--- src/design/depth_pid_thruster_mixer_top_assert.svh ---
// Assertion macros for the depth PID thruster mixer.
// Included by the modules that check their own logic; uses clk and arst_n of the includer.
`ifndef DEPTH_PID_THRUSTER_MIXER_TOP_ASSERT_SVH
`define DEPTH_PID_THRUSTER_MIXER_TOP_ASSERT_SVH
`ifndef SYNTHESIS
`define DPTM_ASSERT(lbl, prop, msg) \
	lbl: assert property (@(posedge clk) disable iff (!arst_n) prop) else $error(msg);
`define DPTM_ASSERT_NEXT(lbl, trig, prop, msg) \
	lbl: assert property (@(posedge clk) disable iff (!arst_n) trig |=> prop) else $error(msg);
`else
`define DPTM_ASSERT(lbl, prop, msg)
`define DPTM_ASSERT_NEXT(lbl, trig, prop, msg)
`endif
`endif

--- src/design/dptm_pkg.sv ---
// Shared types, widths and constants of the depth PID thruster mixer.
// No dependencies; every module takes names from here by scope.
package dptm_pkg;

	localparam int DT_STEPS        = 50;
	localparam int MM_PER_M        = 1000;
	localparam int PWM_CENTER      = 1500;
	localparam int SETPOINT_ARM_MM = -200;
	localparam int OUT_SCALE       = 256000000;

	localparam int DEPTH_W    = 20;
	localparam int SETPOINT_W = 18;
	localparam int GAIN_W     = 24;
	localparam int ICLAMP_W   = 20;
	localparam int VLIM_W     = 24;
	localparam int ELIM_W     = 9;
	localparam int EFFORT_W   = 10;
	localparam int THRUST_W   = 11;
	localparam int CFG_DATA_W = 24;
	localparam int CFG_IDX_W  = 3;

	localparam int NUM_STAGES = 7;

	localparam int ERR_W      = DEPTH_W + 1;
	localparam int DIFF_MAG_W = DEPTH_W;
	localparam int DIFFK_W    = 30;
	localparam int DT_L       = $clog2(DT_STEPS);
	localparam int DT_W       = $clog2(DT_STEPS + 1);

	localparam int VEL_SHIFT   = DIFFK_W + DT_L;
	localparam int VEL_RECIP_W = DIFFK_W + 1;
	localparam int VEL_PROD_W  = DIFFK_W + VEL_RECIP_W;
	localparam logic [63:0] VEL_RECIP64 =
		((64'd1 << VEL_SHIFT) + 64'(DT_STEPS) - 64'd1) / 64'(DT_STEPS);
	localparam logic [VEL_RECIP_W-1:0] VEL_RECIP = VEL_RECIP_W'(VEL_RECIP64);

	localparam int PROD_W   = GAIN_W + ERR_W;
	localparam int KPK_W    = PROD_W + 10;
	localparam int INC_W    = PROD_W + DT_W;
	localparam int ACC_W    = INC_W + 1;
	localparam int INTEG_W  = 32;
	localparam int KDV_W    = 2 * VLIM_W;
	localparam int SUM_W    = 56;

	localparam int OUT_SHIFT   = 14;
	localparam int OUT_ODD     = OUT_SCALE / (1 << OUT_SHIFT);
	localparam int SCALED_W    = SUM_W - OUT_SHIFT;
	localparam int Q_W         = EFFORT_W;
	localparam int Q_SAT       = 1 << (EFFORT_W - 1);
	localparam int X_SAT       = Q_SAT * OUT_ODD;
	localparam int DIV_N       = $clog2(X_SAT);
	localparam int DIV_L       = $clog2(OUT_ODD);
	localparam int DIV_RECIP_W = DIV_N + 1;
	localparam int DIV_PROD_W  = DIV_N + DIV_RECIP_W;
	localparam logic [63:0] DIV_RECIP64 =
		((64'd1 << (DIV_N + DIV_L)) + 64'(OUT_ODD) - 64'd1) / 64'(OUT_ODD);
	localparam logic [DIV_RECIP_W-1:0] DIV_RECIP = DIV_RECIP_W'(DIV_RECIP64);

	localparam int THRUST_SUM_W = THRUST_W + 1;
	localparam logic [THRUST_SUM_W-1:0] THRUST_SUM = THRUST_SUM_W'(2 * PWM_CENTER);

	localparam logic signed [SETPOINT_W-1:0] RST_SETPOINT  = -18'sd500;
	localparam logic signed [GAIN_W-1:0]     RST_KP        = 24'sd76800;
	localparam logic signed [GAIN_W-1:0]     RST_KI        = 24'sd0;
	localparam logic signed [GAIN_W-1:0]     RST_KD        = 24'sd0;
	localparam logic signed [ICLAMP_W-1:0]   RST_IMIN      = -20'sd179200;
	localparam logic signed [ICLAMP_W-1:0]   RST_IMAX      = -20'sd153600;
	localparam logic [VLIM_W-1:0]            RST_VLIM      = 24'd1000000;
	localparam logic [ELIM_W-1:0]            RST_ELIM      = 9'd150;

	typedef enum logic [CFG_IDX_W-1:0] {
		REG_SETPOINT = 3'd0,
		REG_KP       = 3'd1,
		REG_KI       = 3'd2,
		REG_KD       = 3'd3,
		REG_IMIN     = 3'd4,
		REG_IMAX     = 3'd5,
		REG_VLIM     = 3'd6,
		REG_ELIM     = 3'd7
	} cfg_reg_t;

	typedef struct packed {
		logic signed [SETPOINT_W-1:0] setpoint_mm;
		logic signed [GAIN_W-1:0]     kp_gain;
		logic signed [GAIN_W-1:0]     ki_gain;
		logic signed [GAIN_W-1:0]     kd_gain;
		logic signed [ICLAMP_W-1:0]   integral_min;
		logic signed [ICLAMP_W-1:0]   integral_max;
		logic [VLIM_W-1:0]            velocity_limit;
		logic [ELIM_W-1:0]            effort_limit;
	} cfg_t;

	typedef struct packed {
		logic [NUM_STAGES-1:0] ld;
		logic [NUM_STAGES-1:0] v;
	} pipe_ctl_t;

	typedef struct packed {
		logic signed [KPK_W-1:0]   kp_k;
		logic signed [INTEG_W-1:0] integ;
		logic signed [KDV_W-1:0]   kdv;
	} front_t;

endpackage

--- src/design/dptm_ctl.sv ---
// Pipeline flow control: per-stage valid bits and load enables.
// Depends on dptm_pkg for the stage count and pipe_ctl_t.
module dptm_ctl (
	input  logic                  clk,
	input  logic                  arst_n,
	input  logic                  sample_valid,
	output logic                  sample_stall,
	output logic                  result_valid,
	input  logic                  result_stall,
	output dptm_pkg::pipe_ctl_t   ctl
);

	localparam int NS = dptm_pkg::NUM_STAGES;

	logic [NS-1:0] v_q;
	logic [NS-1:0] free;
	logic [NS-1:0] leave;
	logic [NS-1:0] ld;

	always_comb begin
		leave[NS-1] = v_q[NS-1] && !result_stall;
		free[NS-1]  = !v_q[NS-1] || leave[NS-1];
		for (int k = NS - 2; k >= 0; k--) begin
			leave[k] = v_q[k] && free[k+1];
			free[k]  = !v_q[k] || leave[k];
		end
		ld[0] = sample_valid && free[0];
		for (int k = 1; k < NS; k++) begin
			ld[k] = leave[k-1];
		end
	end

	always_ff @(posedge clk or negedge arst_n) begin
		if (!arst_n) begin
			v_q <= '0;
		end else begin
			v_q <= ld | (v_q & ~leave);
		end
	end

	assign sample_stall = !free[0];
	assign result_valid = v_q[NS-1];
	assign ctl.ld       = ld;
	assign ctl.v        = v_q;

endmodule

--- config.mk ---
export PLATFORM = sky130hd
export DESIGN_NAME = dptm_ctl
export DESIGN_NICKNAME = d
export VERILOG_FILES = /design/src/design/depth_pid_thruster_mixer_top_assert.svh /design/src/design/dptm_pkg.sv /design/src/design/dptm_ctl.sv
export SDC_FILE = /design/constraint.sdc
export NUM_CORES = 1
export LEC_CHECK = 0
export BUFFER_PORTS_ARGS = -buffer_cell sky130_fd_sc_hd__buf_2
export CAP_MARGIN = 20
export CORE_AREA = 2 2 39 41
export CTS_CLUSTER_DIAMETER = 200
export DETAILED_ROUTE_END_ITERATION = 8
export DIE_AREA = 0 0 41 43
export SLEW_MARGIN = 30
export SYNTH_ARGS = -nofsm -noshare
export SYNTH_HDL_FRONTEND = slang
export SYNTH_SLANG_ARGS = --single-unit
--- constraint.sdc ---
create_clock -name clk -period 1.24 [get_ports clk]
set_input_delay 0.186 -clock clk [delete_from_list [all_inputs] [get_ports clk]]
set_output_delay 0.186 -clock clk [all_outputs]
set_load 0.005 [all_outputs]
==> flow_summary.ini <==
[yosys]
yosys_warnings = 0
netlist_area_um2 = 339
avgSynthCellArea_um2 = 11.7
yosysTopAreaCell = dfrtp_1
yosysSeqAreaShare = 0.517
synth_area_leaders = dfrtp_1 52%, o21a_1 6.6%, o21bai_1 6.6%
syn_nets = 33
netlist_instances = 29
synth.distinct_cells = 16
yosysTopAreaCellShare = 0.517
synth_seq_cells = 7

[floorplanning]
dieArea_um2 = 1760
fp.dieW_um = 41
die_h_um = 43
start_util = 0.245
row_count = 14
io_pins = 20
core_area_um2 = 1380

[route]
drt_wl_total_um = 762
vias = 335
drt_iter0_drc = 5
dr.pass1.iters = 4
routedWlPerCell_um = 9.65
route.detailed.drc = 0
postRouteAntennaNets = 0
viasPerCell = 4.24

[clock_tree]
cts.clk_slew.worst_paths_ps = 50
cts_tree = done
clock_latency_ps = 240
clk_path_buf_depth = 2
cts_buffers = 3
cts_root_buf = clkbuf_4
cts.sinks = 7
htreeDepth = 1

[cells_and_area]
diodes = 0
final_cell_mix = 19 x buf_2, 10 x buf_4, 4 x dfrtp_2
fin_cells = 79
layout-drive-gt1-share = 0.635
final_common_cell = buf_2
reg_top3 = v_q x7
regMostFlops = v_q
largest_reg_flops = 7
nets = 68
syn_to_final_growth_pct = 70.5

[global_route]
grt_util_all_layers = 0.0930
grt-ovfl-total = 0
grt_pass1_wl_um = 1080
antenna_found_initial = 0
grt_max_degree = 8
grt_pass1_vias = 271

[sta]
finalCritPeriodShare = 1.08
fin_skew_ps = 1.85
tns_ps = -350
fin_crit_ps = 1340
tightest_slew_ps = 159
hold_violations = 0
max-slew-margin-rel = 0.894
fin_ws_ps = -101
fmax_mhz = 745
finalSetupViolCount = 7
slew_viol_final = 0
rsz0062_at_grt = yes

[placed_design]
post-dp-hpwl_um = 551
placed_cells_incl_taps = 63
place.gp.congestion = 0.631
pre_cts_ws_ps = 73.8
numPortBuffers = 19

[pwr]
irDropWorstVdd_mv = 0.587
cellPowerDensity_nw_per_um2 = 1420
power_w = 0.000823
p_leak_nw = 0.269

[worst_setup_path]
start_kind = flop
path_class = flop to output port
required_ps = 1050
cp_cell_sequence = and4_1 > a21boi_1 > buf_2
arrival_ps = 1160
endpoint_kind = output port
cp_max_fo = 5
crit_path_max_incr_delay_ps = 440
crit_buf_inv = 1
cp_slowest_cell = dfrtp_2
crit_family = flip-flops

[outcome]
outcome = complete, but fails checks
violations = setup timing

[hold_path]
hp-class = primary input to flop

[flow_run]
max-cap-violations = 0
==> cells by family after synthesis <==
logic type,Yosys count,share of synthesized area
AOI/OAI and AO/OA,10,0.225
buffers and inverters,1,0.0221
DFF,7,0.517
and+or+nand+nor,11,0.236
==> what timing repair did <==
action                     4_1_cts  5_1_grt
setup endpoints to repair        7        8
hold endpoints to repair         7        0
buffers inserted                10        1
hold buffers                     1        0
pin swaps                        9        5
resized for setup                6        2
==> synth_stat cells <==
| cell type | n |
|---|---|
| a21boi_0 | 2 |
| or2b_1 | 1 |
| and2_1 | 2 |
| a21o_2 | 1 |
| nand2_1 | 1 |
| o21bai_1 | 3 |
| nand4_1 | 1 |
| nand3_1 | 2 |
| nor2_1 | 1 |
| and4_1 | 1 |
| buf_4 | 1 |
| nand4_4 | 1 |
| o21a_1 | 3 |
| dfrtp_1 | 7 |
| nand2b_1 | 1 |
| a21o_1 | 1 |
==> per-stage QoR <==
stage	util	instance area [um2]	hold WS, ps
floorplan	-	339	-110
global placement	0.323	447	27.4
detailed placement	0.323	447	28.8
CTS	0.409	566	146
global route	0.418	578	161
finish	0.418	578	153
==> final cells by class <==
| type | count | area, um2 |
|---|---|---|
| Fill cell | 138 | 806 |
| Multi-Input combinational cell | 21 | 160 |
| Sequential cell | 7 | 180 |
| Timing Repair Buffer | 31 | 191 |
| Tap cell | 16 | 20.0 |
| Clock buffer | 4 | 26.3 |
==> final timing paths <==
check,from,end,slack (ps),cells past startpoint
setup reg to reg,v_q[6],v_q[3],180,3
hold reg to reg,v_q[5],v_q[6],530,1
min in group asynchronous,arst_n,v_q[1],310,2
setup / recovery,v_q[6],ctl[10],-100,3
max in group asynchronous,arst_n,v_q[5],760,2
hold / removal,sample_valid,v_q[0],150,2
==> power by group <==
group | total, W | internal [W] | switching, W | leakage, nW
Clock | 0.000200 | 0.000122 | 0.0000777 | 0.0150
Sequential | 0.000315 | 0.000268 | 0.0000473 | 0.0715
Combinational | 0.000308 | 0.000192 | 0.000116 | 0.182
Total | 0.000823 | 0.000582 | 0.000241 | 0.269
==> metal layers <==
metal	GRT usage	vias to the layer above	share of wire
li1	-	174	-
met1	0.105	141	0.48
met2	0.144	20	0.38
met3	0.0419	0	0.14
met4	0.0400	0	0
met5	0	-	0
==> worst reg2reg max path: stages (launching register included) <==
cell,delay [ps]
dfrtp_2,440
and4_1,220
buf_4,130
a21o_1,160
(Power assumes the default switching activity.)
