**src/design/depth_pid_thruster_mixer_top_assert.svh**
```systemverilog
// Assertion macros for the depth PID thruster mixer.
// Included by the modules that check their own logic; uses clk and arst_n of the includer.
`ifndef DEPTH_PID_THRUSTER_MIXER_TOP_ASSERT_SVH
`define DEPTH_PID_THRUSTER_MIXER_TOP_ASSERT_SVH
`ifndef SYNTHESIS
`define DPTM_ASSERT(lbl, prop, msg) \
	lbl: assert property (@(posedge clk) disable iff (!arst_n) prop) else $error(msg);
`define DPTM_ASSERT_NEXT(lbl, trig, prop, msg) \
	lbl: assert property (@(posedge clk) disable iff (!arst_n) trig |=> prop) else $error(msg);
`else
`define DPTM_ASSERT(lbl, prop, msg)
`define DPTM_ASSERT_NEXT(lbl, trig, prop, msg)
`endif
`endif

```
**src/design/dptm_pkg.sv**
```systemverilog
// Shared types, widths and constants of the depth PID thruster mixer.
// No dependencies; every module takes names from here by scope.
package dptm_pkg;

	localparam int DT_STEPS        = 50;
	localparam int MM_PER_M        = 1000;
	localparam int PWM_CENTER      = 1500;
	localparam int SETPOINT_ARM_MM = -200;
	localparam int OUT_SCALE       = 256000000;

	localparam int DEPTH_W    = 20;
	localparam int SETPOINT_W = 18;
	localparam int GAIN_W     = 24;
	localparam int ICLAMP_W   = 20;
	localparam int VLIM_W     = 24;
	localparam int ELIM_W     = 9;
	localparam int EFFORT_W   = 10;
	localparam int THRUST_W   = 11;
	localparam int CFG_DATA_W = 24;
	localparam int CFG_IDX_W  = 3;

	localparam int NUM_STAGES = 7;

	localparam int ERR_W      = DEPTH_W + 1;
	localparam int DIFF_MAG_W = DEPTH_W;
	localparam int DIFFK_W    = 30;
	localparam int DT_L       = $clog2(DT_STEPS);
	localparam int DT_W       = $clog2(DT_STEPS + 1);

	localparam int VEL_SHIFT   = DIFFK_W + DT_L;
	localparam int VEL_RECIP_W = DIFFK_W + 1;
	localparam int VEL_PROD_W  = DIFFK_W + VEL_RECIP_W;
	localparam logic [63:0] VEL_RECIP64 =
		((64'd1 << VEL_SHIFT) + 64'(DT_STEPS) - 64'd1) / 64'(DT_STEPS);
	localparam logic [VEL_RECIP_W-1:0] VEL_RECIP = VEL_RECIP_W'(VEL_RECIP64);

	localparam int PROD_W   = GAIN_W + ERR_W;
	localparam int KPK_W    = PROD_W + 10;
	localparam int INC_W    = PROD_W + DT_W;
	localparam int ACC_W    = INC_W + 1;
	localparam int INTEG_W  = 32;
	localparam int KDV_W    = 2 * VLIM_W;
	localparam int SUM_W    = 56;

	localparam int OUT_SHIFT   = 14;
	localparam int OUT_ODD     = OUT_SCALE / (1 << OUT_SHIFT);
	localparam int SCALED_W    = SUM_W - OUT_SHIFT;
	localparam int Q_W         = EFFORT_W;
	localparam int Q_SAT       = 1 << (EFFORT_W - 1);
	localparam int X_SAT       = Q_SAT * OUT_ODD;
	localparam int DIV_N       = $clog2(X_SAT);
	localparam int DIV_L       = $clog2(OUT_ODD);
	localparam int DIV_RECIP_W = DIV_N + 1;
	localparam int DIV_PROD_W  = DIV_N + DIV_RECIP_W;
	localparam logic [63:0] DIV_RECIP64 =
		((64'd1 << (DIV_N + DIV_L)) + 64'(OUT_ODD) - 64'd1) / 64'(OUT_ODD);
	localparam logic [DIV_RECIP_W-1:0] DIV_RECIP = DIV_RECIP_W'(DIV_RECIP64);

	localparam int THRUST_SUM_W = THRUST_W + 1;
	localparam logic [THRUST_SUM_W-1:0] THRUST_SUM = THRUST_SUM_W'(2 * PWM_CENTER);

	localparam logic signed [SETPOINT_W-1:0] RST_SETPOINT  = -18'sd500;
	localparam logic signed [GAIN_W-1:0]     RST_KP        = 24'sd76800;
	localparam logic signed [GAIN_W-1:0]     RST_KI        = 24'sd0;
	localparam logic signed [GAIN_W-1:0]     RST_KD        = 24'sd0;
	localparam logic signed [ICLAMP_W-1:0]   RST_IMIN      = -20'sd179200;
	localparam logic signed [ICLAMP_W-1:0]   RST_IMAX      = -20'sd153600;
	localparam logic [VLIM_W-1:0]            RST_VLIM      = 24'd1000000;
	localparam logic [ELIM_W-1:0]            RST_ELIM      = 9'd150;

	typedef enum logic [CFG_IDX_W-1:0] {
		REG_SETPOINT = 3'd0,
		REG_KP       = 3'd1,
		REG_KI       = 3'd2,
		REG_KD       = 3'd3,
		REG_IMIN     = 3'd4,
		REG_IMAX     = 3'd5,
		REG_VLIM     = 3'd6,
		REG_ELIM     = 3'd7
	} cfg_reg_t;

	typedef struct packed {
		logic signed [SETPOINT_W-1:0] setpoint_mm;
		logic signed [GAIN_W-1:0]     kp_gain;
		logic signed [GAIN_W-1:0]     ki_gain;
		logic signed [GAIN_W-1:0]     kd_gain;
		logic signed [ICLAMP_W-1:0]   integral_min;
		logic signed [ICLAMP_W-1:0]   integral_max;
		logic [VLIM_W-1:0]            velocity_limit;
		logic [ELIM_W-1:0]            effort_limit;
	} cfg_t;

	typedef struct packed {
		logic [NUM_STAGES-1:0] ld;
		logic [NUM_STAGES-1:0] v;
	} pipe_ctl_t;

	typedef struct packed {
		logic signed [KPK_W-1:0]   kp_k;
		logic signed [INTEG_W-1:0] integ;
		logic signed [KDV_W-1:0]   kdv;
	} front_t;

endpackage

```
**src/design/dptm_cfg.sv**
```systemverilog
// Configuration register file of the depth PID thruster mixer.
// Depends on dptm_pkg for the register map and the cfg_t layout.
module dptm_cfg (
	input  logic                                clk,
	input  logic                                arst_n,
	input  logic                                cfg_we,
	input  logic [dptm_pkg::CFG_IDX_W-1:0]      cfg_index,
	input  logic [dptm_pkg::CFG_DATA_W-1:0]     cfg_data,
	output dptm_pkg::cfg_t                      cfg
);

	dptm_pkg::cfg_t cfg_q;

	always_ff @(posedge clk or negedge arst_n) begin
		if (!arst_n) begin
			cfg_q.setpoint_mm    <= dptm_pkg::RST_SETPOINT;
			cfg_q.kp_gain        <= dptm_pkg::RST_KP;
			cfg_q.ki_gain        <= dptm_pkg::RST_KI;
			cfg_q.kd_gain        <= dptm_pkg::RST_KD;
			cfg_q.integral_min   <= dptm_pkg::RST_IMIN;
			cfg_q.integral_max   <= dptm_pkg::RST_IMAX;
			cfg_q.velocity_limit <= dptm_pkg::RST_VLIM;
			cfg_q.effort_limit   <= dptm_pkg::RST_ELIM;
		end else if (cfg_we) begin
			unique case (dptm_pkg::cfg_reg_t'(cfg_index))
				dptm_pkg::REG_SETPOINT: cfg_q.setpoint_mm <= cfg_data[dptm_pkg::SETPOINT_W-1:0];
				dptm_pkg::REG_KP:       cfg_q.kp_gain <= cfg_data[dptm_pkg::GAIN_W-1:0];
				dptm_pkg::REG_KI:       cfg_q.ki_gain <= cfg_data[dptm_pkg::GAIN_W-1:0];
				dptm_pkg::REG_KD:       cfg_q.kd_gain <= cfg_data[dptm_pkg::GAIN_W-1:0];
				dptm_pkg::REG_IMIN:     cfg_q.integral_min <= cfg_data[dptm_pkg::ICLAMP_W-1:0];
				dptm_pkg::REG_IMAX:     cfg_q.integral_max <= cfg_data[dptm_pkg::ICLAMP_W-1:0];
				dptm_pkg::REG_VLIM:     cfg_q.velocity_limit <= cfg_data[dptm_pkg::VLIM_W-1:0];
				dptm_pkg::REG_ELIM:     cfg_q.effort_limit <= cfg_data[dptm_pkg::ELIM_W-1:0];
				default: ;
			endcase
		end
	end

	assign cfg = cfg_q;

endmodule

```
**config.mk**
```make
export PLATFORM = sky130hd
export DESIGN_NAME = dptm_cfg
export DESIGN_NICKNAME = d
export VERILOG_FILES = /design/src/design/depth_pid_thruster_mixer_top_assert.svh /design/src/design/dptm_pkg.sv /design/src/design/dptm_cfg.sv
export SDC_FILE = /design/constraint.sdc
export NUM_CORES = 1
export LEC_CHECK = 0
export BUFFER_PORTS_ARGS = -buffer_cell sky130_fd_sc_hd__buf_2
export CAP_MARGIN = 20
export CORE_UTILIZATION = 45
export DETAILED_ROUTE_END_ITERATION = 10
export PLACE_DENSITY = 0.79
export SYNTH_ARGS = -nofsm -noshare
export SYNTH_HDL_FRONTEND = slang
export SYNTH_SLANG_ARGS = --single-unit
export TNS_END_PERCENT = 100
```
**constraint.sdc**
```tcl
create_clock -name clk -period 1.5 [get_ports clk]
set_input_delay 0.3 -clock clk [delete_from_list [all_inputs] [get_ports clk]]
set_output_delay 0.3 -clock clk [all_outputs]
set_load 0.005 [all_outputs]
```
==> metrics <==
Crit path required time about 1200 ps; worst path buffer plus inverter count 1; Max Cap Viol 0; Area growth syn-to-layout 32.5%; commonest non-fill, non-tap cells in the layout 191 x buf_2, 153 x mux2_2, 126 x dfrtp_1, 37 x dfstp_2, 17 x clkbuf_16; layout cell share with drive strength beyond 1 0.774; cells along the critical path buf_2; reg2reg end cfg[74]; static leakage around 4 nW; # H-tree levels 4; post-layout min period approximately 1400 ps; Cell Int Power between 10 and 15 mW; Fmax about 730 MHz; number of detailed-route iterations in the first pass 4; clk buf depth 2; power density over the cells 1620 nW/µm²; Iteration-0 DRC Markers 141; Worst Setup SP cfg[162]; Hold Violations, Final 0; most common cell after layout, fill and taps aside buf_2; row count 42; Top Usage Layer GRT met2; sequential power share 0.454; share of the synthesized area in the top cell type 0.508; Core Footprint 13300 µm²; global routing usage on met1 0.271; GPL Wtd Cong approximately 0.81; clock buffer count from CTS 17; grt ovf 0; R2R depth 1; WS Path Type reg2out; Max VDD drop 0.000837 V; starting density of the core 0.465; die width 119 µm; clock latency on the worst-skew pair between 400 and 500 ps; WL final 14600 µm; Post-CTS Setup Repair Bufs 0; CP max stage cell dfstp_2; pins over their slew limit 0; Setup crit start kind register; Final #Nets 596; Gate power share 0.185; fin crit share 0.911; first-pass GRT wire length roughly 23000 µm; WHS Endpoint cfg[32]; Rel. slew slack 0.746; largest area contributor in the netlist dfrtp_1; final setup TNS 0 ps; number of diodes 0; vias in the first global route approximately 4100; CTS tree built; Yosys warning count 0; Ports approximately 190; GRT met2 Usage 0.350; Mapped Cells about 350; worst clock skew 0 ps; switch share 0.242; Worst Max-Slew Pin Slew roughly 380 ps; CP peak stage delay around 550 ps; Detail Placement HPWL slightly above 10000 µm; met3 Track Usage GR 0.0703; Avg Cell Area, Syn ~18 µm²; DRC Markers 0; port bufs around 190; die area between 10000 and 15000 µm²; RSZ-0062 raised after global routing false; Syn Nets between 300 and 400; crit path DAT approximately 1100 ps; cell family with most CP delay flip-flops; min-delay worst type in2reg; Worst-path clk slew 60 ps; Worst Setup End Kind primary output; Switching Power 3.23 mW; Reg-to-Reg Start cfg[74]; reg-to-reg slack, setup ~700 ps; Seq cells post-synth between 150 and 200; CTS Sinks 163; die span in y 119 µm; initial antenna violation count 0; status complete, no violations; post-synthesis sequential area ratio 0.664; Detail Route Antenna Nets 0; Synth area leaders dfrtp_1 51%, mux2_2 28%, dfstp_2 16%; library cells used by synthesis 12; largest net degree at the start of global routing 47; total power ~13 mW; Crit Path Max Fanout 2; hold path cells 2; clock share of power 0.361; max FFs per register roughly 160; routed len/inst 19.3 µm; via count 3878; vias per cell between 5 and 6; clock root buffer clkbuf_16; cell area after synthesis 6210 µm²; post-cts sizing count 0; Hold Buf Count CTS 1; worst hold start cfg_data[23]; final setup fails 0; All-Layer GR Usage 0.217
## cell families after synthesis
group	Yosys count	synth area share
mux	163	0.302
flops	163	0.664
buf+inv	19	0.0205
simple gates	8	0.0139
## layout make-up
| class | instances | area (µm²) |
|---|---|---|
| Fill cell | 1049 | 5110 |
| Sequential cell | 163 | 4130 |
| Multi-Input combinational cell | 171 | 2000 |
| Timing Repair Buffer | 213 | 1210 |
| Clock buffer | 20 | 467 |
| Tap cell | 176 | 220 |
| Clock inverter | 12 | 201 |
## power groups by stage
| stage | sequential (mW) | clock (mW) | combinational [mW] |
|---|---|---|---|
| after floorplan | 6.14 | 0 | 0.975 |
| after global placement | 6.02 | 0 | 2.42 |
| after detailed placement | 6.10 | 0 | 2.49 |
| final | 6.04 | 4.81 | 2.47 |
| after global routing | 6.16 | 5.09 | 2.69 |
| after CTS | 6.05 | 4.90 | 2.51 |
## how the worst max path moves through the flow
stage          slack, ps  cells after the start       end
3_3_place_gp         -50                      4  cfg[115]
6_report             130                      1  cfg[162]
3_5_place_dp        -110                      4  cfg[115]
5_1_grt               90                      1   cfg[18]
4_1_cts              110                      1   cfg[18]
2_1_floorplan        -80                      4  cfg[145]
## cell usage after synthesis (all sizes together)
cell type / n
buf: 19
nand4: 1
nand4b: 3
dfrtp: 126
nor4b: 1
nor4bb: 3
dfstp: 37
mux2: 163
## metal layers
metal  vias to the layer above  share of wire
met2                       164           0.48
met1                      2012           0.43
met3                        18          0.076
met4                         0          0.016
li1                       1684              -
met5                         -              0
## metrics by stage
stage	cell area, µm²	hold WS [ps]	cells	setup slack, ps	utilization
2_1_floorplan	6220	4.41	353	-75.2	-
3_3_place_gp	7550	219	722	-50.7	0.566
3_5_place_dp	7550	232	722	-110	0.566
4_1_cts	8230	136	755	108	0.617
5_1_grt	8230	150	755	91.2	0.617
6_report	8230	156	755	133	0.617
(Power assumes the default switching activity.)
