## src/design/depth_pid_thruster_mixer_top_assert.svh

```systemverilog
// Assertion macros for the depth PID thruster mixer.
// Included by the modules that check their own logic; uses clk and arst_n of the includer.
`ifndef DEPTH_PID_THRUSTER_MIXER_TOP_ASSERT_SVH
`define DEPTH_PID_THRUSTER_MIXER_TOP_ASSERT_SVH
`ifndef SYNTHESIS
`define DPTM_ASSERT(lbl, prop, msg) \
	lbl: assert property (@(posedge clk) disable iff (!arst_n) prop) else $error(msg);
`define DPTM_ASSERT_NEXT(lbl, trig, prop, msg) \
	lbl: assert property (@(posedge clk) disable iff (!arst_n) trig |=> prop) else $error(msg);
`else
`define DPTM_ASSERT(lbl, prop, msg)
`define DPTM_ASSERT_NEXT(lbl, trig, prop, msg)
`endif
`endif

```

## src/design/dptm_pkg.sv

```systemverilog
// Shared types, widths and constants of the depth PID thruster mixer.
// No dependencies; every module takes names from here by scope.
package dptm_pkg;

	localparam int DT_STEPS        = 50;
	localparam int MM_PER_M        = 1000;
	localparam int PWM_CENTER      = 1500;
	localparam int SETPOINT_ARM_MM = -200;
	localparam int OUT_SCALE       = 256000000;

	localparam int DEPTH_W    = 20;
	localparam int SETPOINT_W = 18;
	localparam int GAIN_W     = 24;
	localparam int ICLAMP_W   = 20;
	localparam int VLIM_W     = 24;
	localparam int ELIM_W     = 9;
	localparam int EFFORT_W   = 10;
	localparam int THRUST_W   = 11;
	localparam int CFG_DATA_W = 24;
	localparam int CFG_IDX_W  = 3;

	localparam int NUM_STAGES = 7;

	localparam int ERR_W      = DEPTH_W + 1;
	localparam int DIFF_MAG_W = DEPTH_W;
	localparam int DIFFK_W    = 30;
	localparam int DT_L       = $clog2(DT_STEPS);
	localparam int DT_W       = $clog2(DT_STEPS + 1);

	localparam int VEL_SHIFT   = DIFFK_W + DT_L;
	localparam int VEL_RECIP_W = DIFFK_W + 1;
	localparam int VEL_PROD_W  = DIFFK_W + VEL_RECIP_W;
	localparam logic [63:0] VEL_RECIP64 =
		((64'd1 << VEL_SHIFT) + 64'(DT_STEPS) - 64'd1) / 64'(DT_STEPS);
	localparam logic [VEL_RECIP_W-1:0] VEL_RECIP = VEL_RECIP_W'(VEL_RECIP64);

	localparam int PROD_W   = GAIN_W + ERR_W;
	localparam int KPK_W    = PROD_W + 10;
	localparam int INC_W    = PROD_W + DT_W;
	localparam int ACC_W    = INC_W + 1;
	localparam int INTEG_W  = 32;
	localparam int KDV_W    = 2 * VLIM_W;
	localparam int SUM_W    = 56;

	localparam int OUT_SHIFT   = 14;
	localparam int OUT_ODD     = OUT_SCALE / (1 << OUT_SHIFT);
	localparam int SCALED_W    = SUM_W - OUT_SHIFT;
	localparam int Q_W         = EFFORT_W;
	localparam int Q_SAT       = 1 << (EFFORT_W - 1);
	localparam int X_SAT       = Q_SAT * OUT_ODD;
	localparam int DIV_N       = $clog2(X_SAT);
	localparam int DIV_L       = $clog2(OUT_ODD);
	localparam int DIV_RECIP_W = DIV_N + 1;
	localparam int DIV_PROD_W  = DIV_N + DIV_RECIP_W;
	localparam logic [63:0] DIV_RECIP64 =
		((64'd1 << (DIV_N + DIV_L)) + 64'(OUT_ODD) - 64'd1) / 64'(OUT_ODD);
	localparam logic [DIV_RECIP_W-1:0] DIV_RECIP = DIV_RECIP_W'(DIV_RECIP64);

	localparam int THRUST_SUM_W = THRUST_W + 1;
	localparam logic [THRUST_SUM_W-1:0] THRUST_SUM = THRUST_SUM_W'(2 * PWM_CENTER);

	localparam logic signed [SETPOINT_W-1:0] RST_SETPOINT  = -18'sd500;
	localparam logic signed [GAIN_W-1:0]     RST_KP        = 24'sd76800;
	localparam logic signed [GAIN_W-1:0]     RST_KI        = 24'sd0;
	localparam logic signed [GAIN_W-1:0]     RST_KD        = 24'sd0;
	localparam logic signed [ICLAMP_W-1:0]   RST_IMIN      = -20'sd179200;
	localparam logic signed [ICLAMP_W-1:0]   RST_IMAX      = -20'sd153600;
	localparam logic [VLIM_W-1:0]            RST_VLIM      = 24'd1000000;
	localparam logic [ELIM_W-1:0]            RST_ELIM      = 9'd150;

	typedef enum logic [CFG_IDX_W-1:0] {
		REG_SETPOINT = 3'd0,
		REG_KP       = 3'd1,
		REG_KI       = 3'd2,
		REG_KD       = 3'd3,
		REG_IMIN     = 3'd4,
		REG_IMAX     = 3'd5,
		REG_VLIM     = 3'd6,
		REG_ELIM     = 3'd7
	} cfg_reg_t;

	typedef struct packed {
		logic signed [SETPOINT_W-1:0] setpoint_mm;
		logic signed [GAIN_W-1:0]     kp_gain;
		logic signed [GAIN_W-1:0]     ki_gain;
		logic signed [GAIN_W-1:0]     kd_gain;
		logic signed [ICLAMP_W-1:0]   integral_min;
		logic signed [ICLAMP_W-1:0]   integral_max;
		logic [VLIM_W-1:0]            velocity_limit;
		logic [ELIM_W-1:0]            effort_limit;
	} cfg_t;

	typedef struct packed {
		logic [NUM_STAGES-1:0] ld;
		logic [NUM_STAGES-1:0] v;
	} pipe_ctl_t;

	typedef struct packed {
		logic signed [KPK_W-1:0]   kp_k;
		logic signed [INTEG_W-1:0] integ;
		logic signed [KDV_W-1:0]   kdv;
	} front_t;

endpackage

```

## src/design/dptm_back.sv

```systemverilog
// Back half of the pipeline: sum, scale to whole PWM counts, saturate and mix.
// Depends on dptm_pkg and the assertion macro header.
`include "depth_pid_thruster_mixer_top_assert.svh"
module dptm_back (
	input  logic                                  clk,
	input  logic                                  arst_n,
	input  logic [dptm_pkg::ELIM_W-1:0]           effort_limit,
	input  dptm_pkg::pipe_ctl_t                   ctl,
	input  dptm_pkg::front_t                      front,
	output logic signed [dptm_pkg::EFFORT_W-1:0]  effort,
	output logic [dptm_pkg::THRUST_W-1:0]         thruster_a,
	output logic [dptm_pkg::THRUST_W-1:0]         thruster_b,
	output logic [dptm_pkg::THRUST_W-1:0]         thruster_c,
	output logic [dptm_pkg::THRUST_W-1:0]         thruster_d
);

	localparam int SUM_W    = dptm_pkg::SUM_W;
	localparam int SCALED_W = dptm_pkg::SCALED_W;
	localparam int DIV_N    = dptm_pkg::DIV_N;
	localparam int DPW      = dptm_pkg::DIV_PROD_W;
	localparam int Q_W      = dptm_pkg::Q_W;
	localparam int EFFORT_W = dptm_pkg::EFFORT_W;
	localparam int THRUST_W = dptm_pkg::THRUST_W;
	localparam int TSW      = dptm_pkg::THRUST_SUM_W;

	logic signed [SUM_W-1:0]    sum_s5;
	logic [Q_W-1:0]             q_s6;
	logic                       neg_s6;
	logic signed [EFFORT_W-1:0] effort_q;
	logic [THRUST_W-1:0]        thr_a_q;
	logic [THRUST_W-1:0]        thr_b_q;

	logic [SUM_W-1:0]           smag;
	logic [SCALED_W-1:0]        x;
	logic [DPW-1:0]             div_prod;
	logic [Q_W-1:0]             q;
	logic [Q_W-1:0]             qc;
	logic signed [EFFORT_W-1:0] eff;

	always_comb begin
		smag     = SUM_W'(sum_s5[SUM_W-1] ? -sum_s5 : sum_s5);
		x        = SCALED_W'(smag >> dptm_pkg::OUT_SHIFT);
		div_prod = DPW'(x[DIV_N-1:0]) * DPW'(dptm_pkg::DIV_RECIP);
		if (x >= SCALED_W'(dptm_pkg::X_SAT)) begin
			q = Q_W'(dptm_pkg::Q_SAT);
		end else begin
			q = Q_W'(div_prod >> (dptm_pkg::DIV_N + dptm_pkg::DIV_L));
		end
		qc  = (q_s6 > Q_W'(effort_limit)) ? Q_W'(effort_limit) : q_s6;
		eff = neg_s6 ? -$signed(qc) : $signed(qc);
	end

	always_ff @(posedge clk) begin
		if (ctl.ld[4]) begin
			sum_s5 <= SUM_W'(front.kp_k)
				+ SUM_W'(front.integ) * SUM_W'(dptm_pkg::MM_PER_M)
				+ SUM_W'(front.kdv);
		end
		if (ctl.ld[5]) begin
			q_s6   <= q;
			neg_s6 <= sum_s5[SUM_W-1];
		end
		if (ctl.ld[6]) begin
			effort_q <= eff;
			thr_a_q  <= THRUST_W'(dptm_pkg::PWM_CENTER) + THRUST_W'(eff);
			thr_b_q  <= THRUST_W'(dptm_pkg::PWM_CENTER) - THRUST_W'(eff);
		end
	end

	assign effort     = effort_q;
	assign thruster_a = thr_a_q;
	assign thruster_b = thr_b_q;
	assign thruster_c = thr_b_q;
	assign thruster_d = thr_a_q;

	`DPTM_ASSERT(a_mix_center, (ctl.v[dptm_pkg::NUM_STAGES-1] |-> ((TSW'(thr_a_q) + TSW'(thr_b_q)) == dptm_pkg::THRUST_SUM)), "thruster pair not centered")
	`DPTM_ASSERT(a_mix_effort, (ctl.v[dptm_pkg::NUM_STAGES-1] |-> (thr_a_q == THRUST_W'(dptm_pkg::PWM_CENTER) + THRUST_W'(effort_q))), "thruster does not follow effort")

endmodule
```

## config.mk

```make
export PLATFORM = sky130hd
export DESIGN_NAME = dptm_back
export DESIGN_NICKNAME = d
export VERILOG_FILES = /design/src/design/dptm_pkg.sv /design/src/design/dptm_back.sv
export VERILOG_INCLUDE_DIRS = /design/src /design/src/design
export SDC_FILE = /design/constraint.sdc
export NUM_CORES = 1
export LEC_CHECK = 0
export BUFFER_PORTS_ARGS = -buffer_cell sky130_fd_sc_hd__buf_2
export CAP_MARGIN = 25
export CELL_PAD_IN_SITES_DETAIL_PLACEMENT = 0
export CELL_PAD_IN_SITES_GLOBAL_PLACEMENT = 1
export CORE_ASPECT_RATIO = 1.75
export CORE_UTILIZATION = 44
export CTS_CLUSTER_SIZE = 16
export DETAILED_ROUTE_END_ITERATION = 8
export PLACE_DENSITY_LB_ADDON = 0.1
export SKIP_CTS_REPAIR_TIMING = 1
export SYNTH_ARGS = -nofsm -noshare
export SYNTH_HDL_FRONTEND = slang
export SYNTH_SLANG_ARGS = --single-unit
export TNS_END_PERCENT = 1
```

## constraint.sdc

```tcl
create_clock -name clk -period 9.6 [get_ports clk]
set_input_delay 1.92 -clock clk [delete_from_list [all_inputs] [get_ports clk]]
set_output_delay 1.92 -clock clk [all_outputs]
set_load 0.01 [all_outputs]
```

==> out/summary.txt <==
# rows - 114
Mean Syn Cell Area - 9.43 µm²
most common cell in the netlist - inv_1
Post-synth top flop - edfxtp_1
Starting Density - 44.6%
CTS H-tree lvls - 3
WHS Path Cells - 3
Reg2Reg Depth - 34
RSZ-0062 raised after global routing - yes
Yosys top cell area share - 30.2%
CTS tree - built
CP delay by family, top - adder cells
clk sink count - 96
max-cap violations - 0
top sig layer - met5
Clk pin slew, worst setup/hold paths - 0.07 ns
die area - 0.0571 mm²
die width - 181 µm
gr usage total - 22.5%
number of buffers created by CTS - 9
Via-to-Cell Ratio - 4.94
number of synthesized register bits - 96
CORE AREA - 0.0553 mm²
Detail Placement HPWL - 57.0 mm
synth cell count leaders - inv_1, ha_1, fa_1, xnor2_1, a21oi_1
M1 WL - 20.4 mm
drt drc - 0
initial antenna violation count - 13
most frequent CP cell - fa_1
CP Depth - 37
crit path DAT - 9.40 ns
Setup violations, final - 0
Buf/Inv on CP - 8
# nets final - 4037
YS warnings - 0
largest net degree at the start of global routing - 57
Fill cells - 5318
status - completed
RD Place Congestion - 0.919
first-pass GRT wire length - 99.9 mm
Crit. End Element - flip-flop
Async S/R FF share, synth - 0%
critical path's slowest cell - or4_4
Total Wirelength - 62.2 mm
sequential share of the synthesized area - 11.7%
Worst Clk Skew - 0.0131 ns
Root Driver - clkbuf_16
Startpoint Class - primary input
Mapped Area - 0.0247 mm²
slew margin rel. - 38.0%
minimum clock period - 9.28 ns
number of cells produced by synthesis - 2621
clock buffer depth - 2
crit path max fanout - 5
Syn Nets - 3554
routed len/inst - 16.3 µm
period utilization - 96.7%
grt ovf - 0
DR iter-0 viols - 472
area of the multi-input gates - 0.0189 mm²
Hold/Removal Path Class - flip-flop to flip-flop
EDFF count, synth - 96
Synth cell types - 81
Post-DRT Antenna Nets - 0
vias in the first global route - 20600
crit-path max cell delay - 0.57 ns
total I/O pin count - 214
met3 wire len - 1.66 mm
Pre-antenna DRT Iters - 5
CP required - 9.72 ns
FF+latch area - 0.00288 mm²
clk_lat worst skew - 0.37 ns
cells taking the most area after synthesis - fa_1, ha_1, inv_1
fmax - 0.108 GHz
slack of the critical path - 0.320 ns
Die Y - 315 µm
Crit Path Class - primary input to flip-flop
r2r setup slk - 0.38 ns
met2 wire len - 37.2 mm
via count - 18800
Area Growth Syn to Fin - 18.9%
pins over their slew limit - 0
dpl ws - -1.03 ns
Final Hold Vio Count - 0
count of buffers from port buffering - 201
layout cells sized above 1 - 20.3%
leading area contributor after synthesis - fa_1
actual slew at the worst max-slew pin - 0.925 ns
worst register-to-register path: cells and delay by family, from the launching register on:
kind	cells	cell delay (ns)
and+or+nand+nor	9	2.19
xor gates and xnor gates	2	0.28
DFF	1	0.42
buffers and inverters	9	1.00
adders and majority gates	8	3.77
AOI/OAI and AO/OA	6	1.24
cell families (layout without fill, tap and decap cells):
family / count (synthesis) / in the layout / share of synthesized area (%)
fa+ha+maj: 773 / 773 / 50.5
mux: 9 / 9 / 0.370
compound gates: 395 / 395 / 10.5
simple gates: 315 / 315 / 6.73
flops: 96 / 96 / 11.7
buf+inv: 840 / 1328 / 13.2
other cells: 0 / 5 / 0
xor+xnor: 193 / 193 / 6.99
flip-flops by register name (all words and copies together), names as in the netlist:
signal and cells:
thruster_b 10, thruster_a 9, q_s6 10, sum_s5 56, effort 10, neg_s6 1
layout by cell type (no fill, tap or decap), types with 9 or more instances in the layout:
cell	n
buf_4	313
nor2b_1	16
xnor2_1	128
a21oi_1	99
nand2_1	74
o21a_1	19
nor2_1	63
nor3_1	20
and2_1	11
o211ai_1	9
xor2_1	54
and3_1	13
a21o_1	65
edfxtp_1	96
a21oi_2	9
clkbuf_16	9
fa_1	373
buf_2	200
a211oi_1	12
ha_1	396
inv_2	11
o21ai_0	58
nand4_1	25
inv_1	785
o21bai_1	13
o21ai_1	10
nand3_1	26
o31ai_1	16
worst paths after layout:
check	from	to
worst max-delay path	front[55]	sum_s5[54]
worst min-delay path	q_s6[8]	effort[8]
worst max register to register	sum_s5[3]	q_s6[9]
worst min register to register	q_s6[8]	effort[8]
cell type report:
cell class | count | area share [%]
multi-input cells | 1685 | 64.4
clock buffers | 10 | 0.779
clock inverters | 6 | 0.332
flip-flops and latches | 96 | 9.81
well taps | 696 | 2.96
repair buffers | 515 | 11.5
diodes | 5 | 0.0426
inverters | 797 | 10.2
metal layers:
layer,vias up,global-route usage (%)
met2,287,48.7
met4,20,9.53
met1,9137,19.8
met3,131,2.84
li1,9250,-
met5,-,0
metrics by stage:
| step | setup TNS (ns) | cell area, µm² | cells | utilization, % | hold slack [ns] |
|---|---|---|---|---|---|
| floorplan | 0 | 24700 | 2621 | - | 0.530 |
| global placement | -9.49 | 28700 | 3786 | 51.8 | 0.884 |
| detailed placement | -11.02 | 28700 | 3786 | 51.8 | 0.884 |
| CTS | -5.94 | 29000 | 3802 | 52.4 | 0.898 |
| global route | -0.0815 | 29400 | 3807 | 53.1 | 0.949 |
| finish | 0 | 29400 | 3810 | 53.1 | 0.888 |
Power is left out: the tool's default activity adds up to more than one toggle a clock period on the data nets, which glitch-free logic cannot reach.
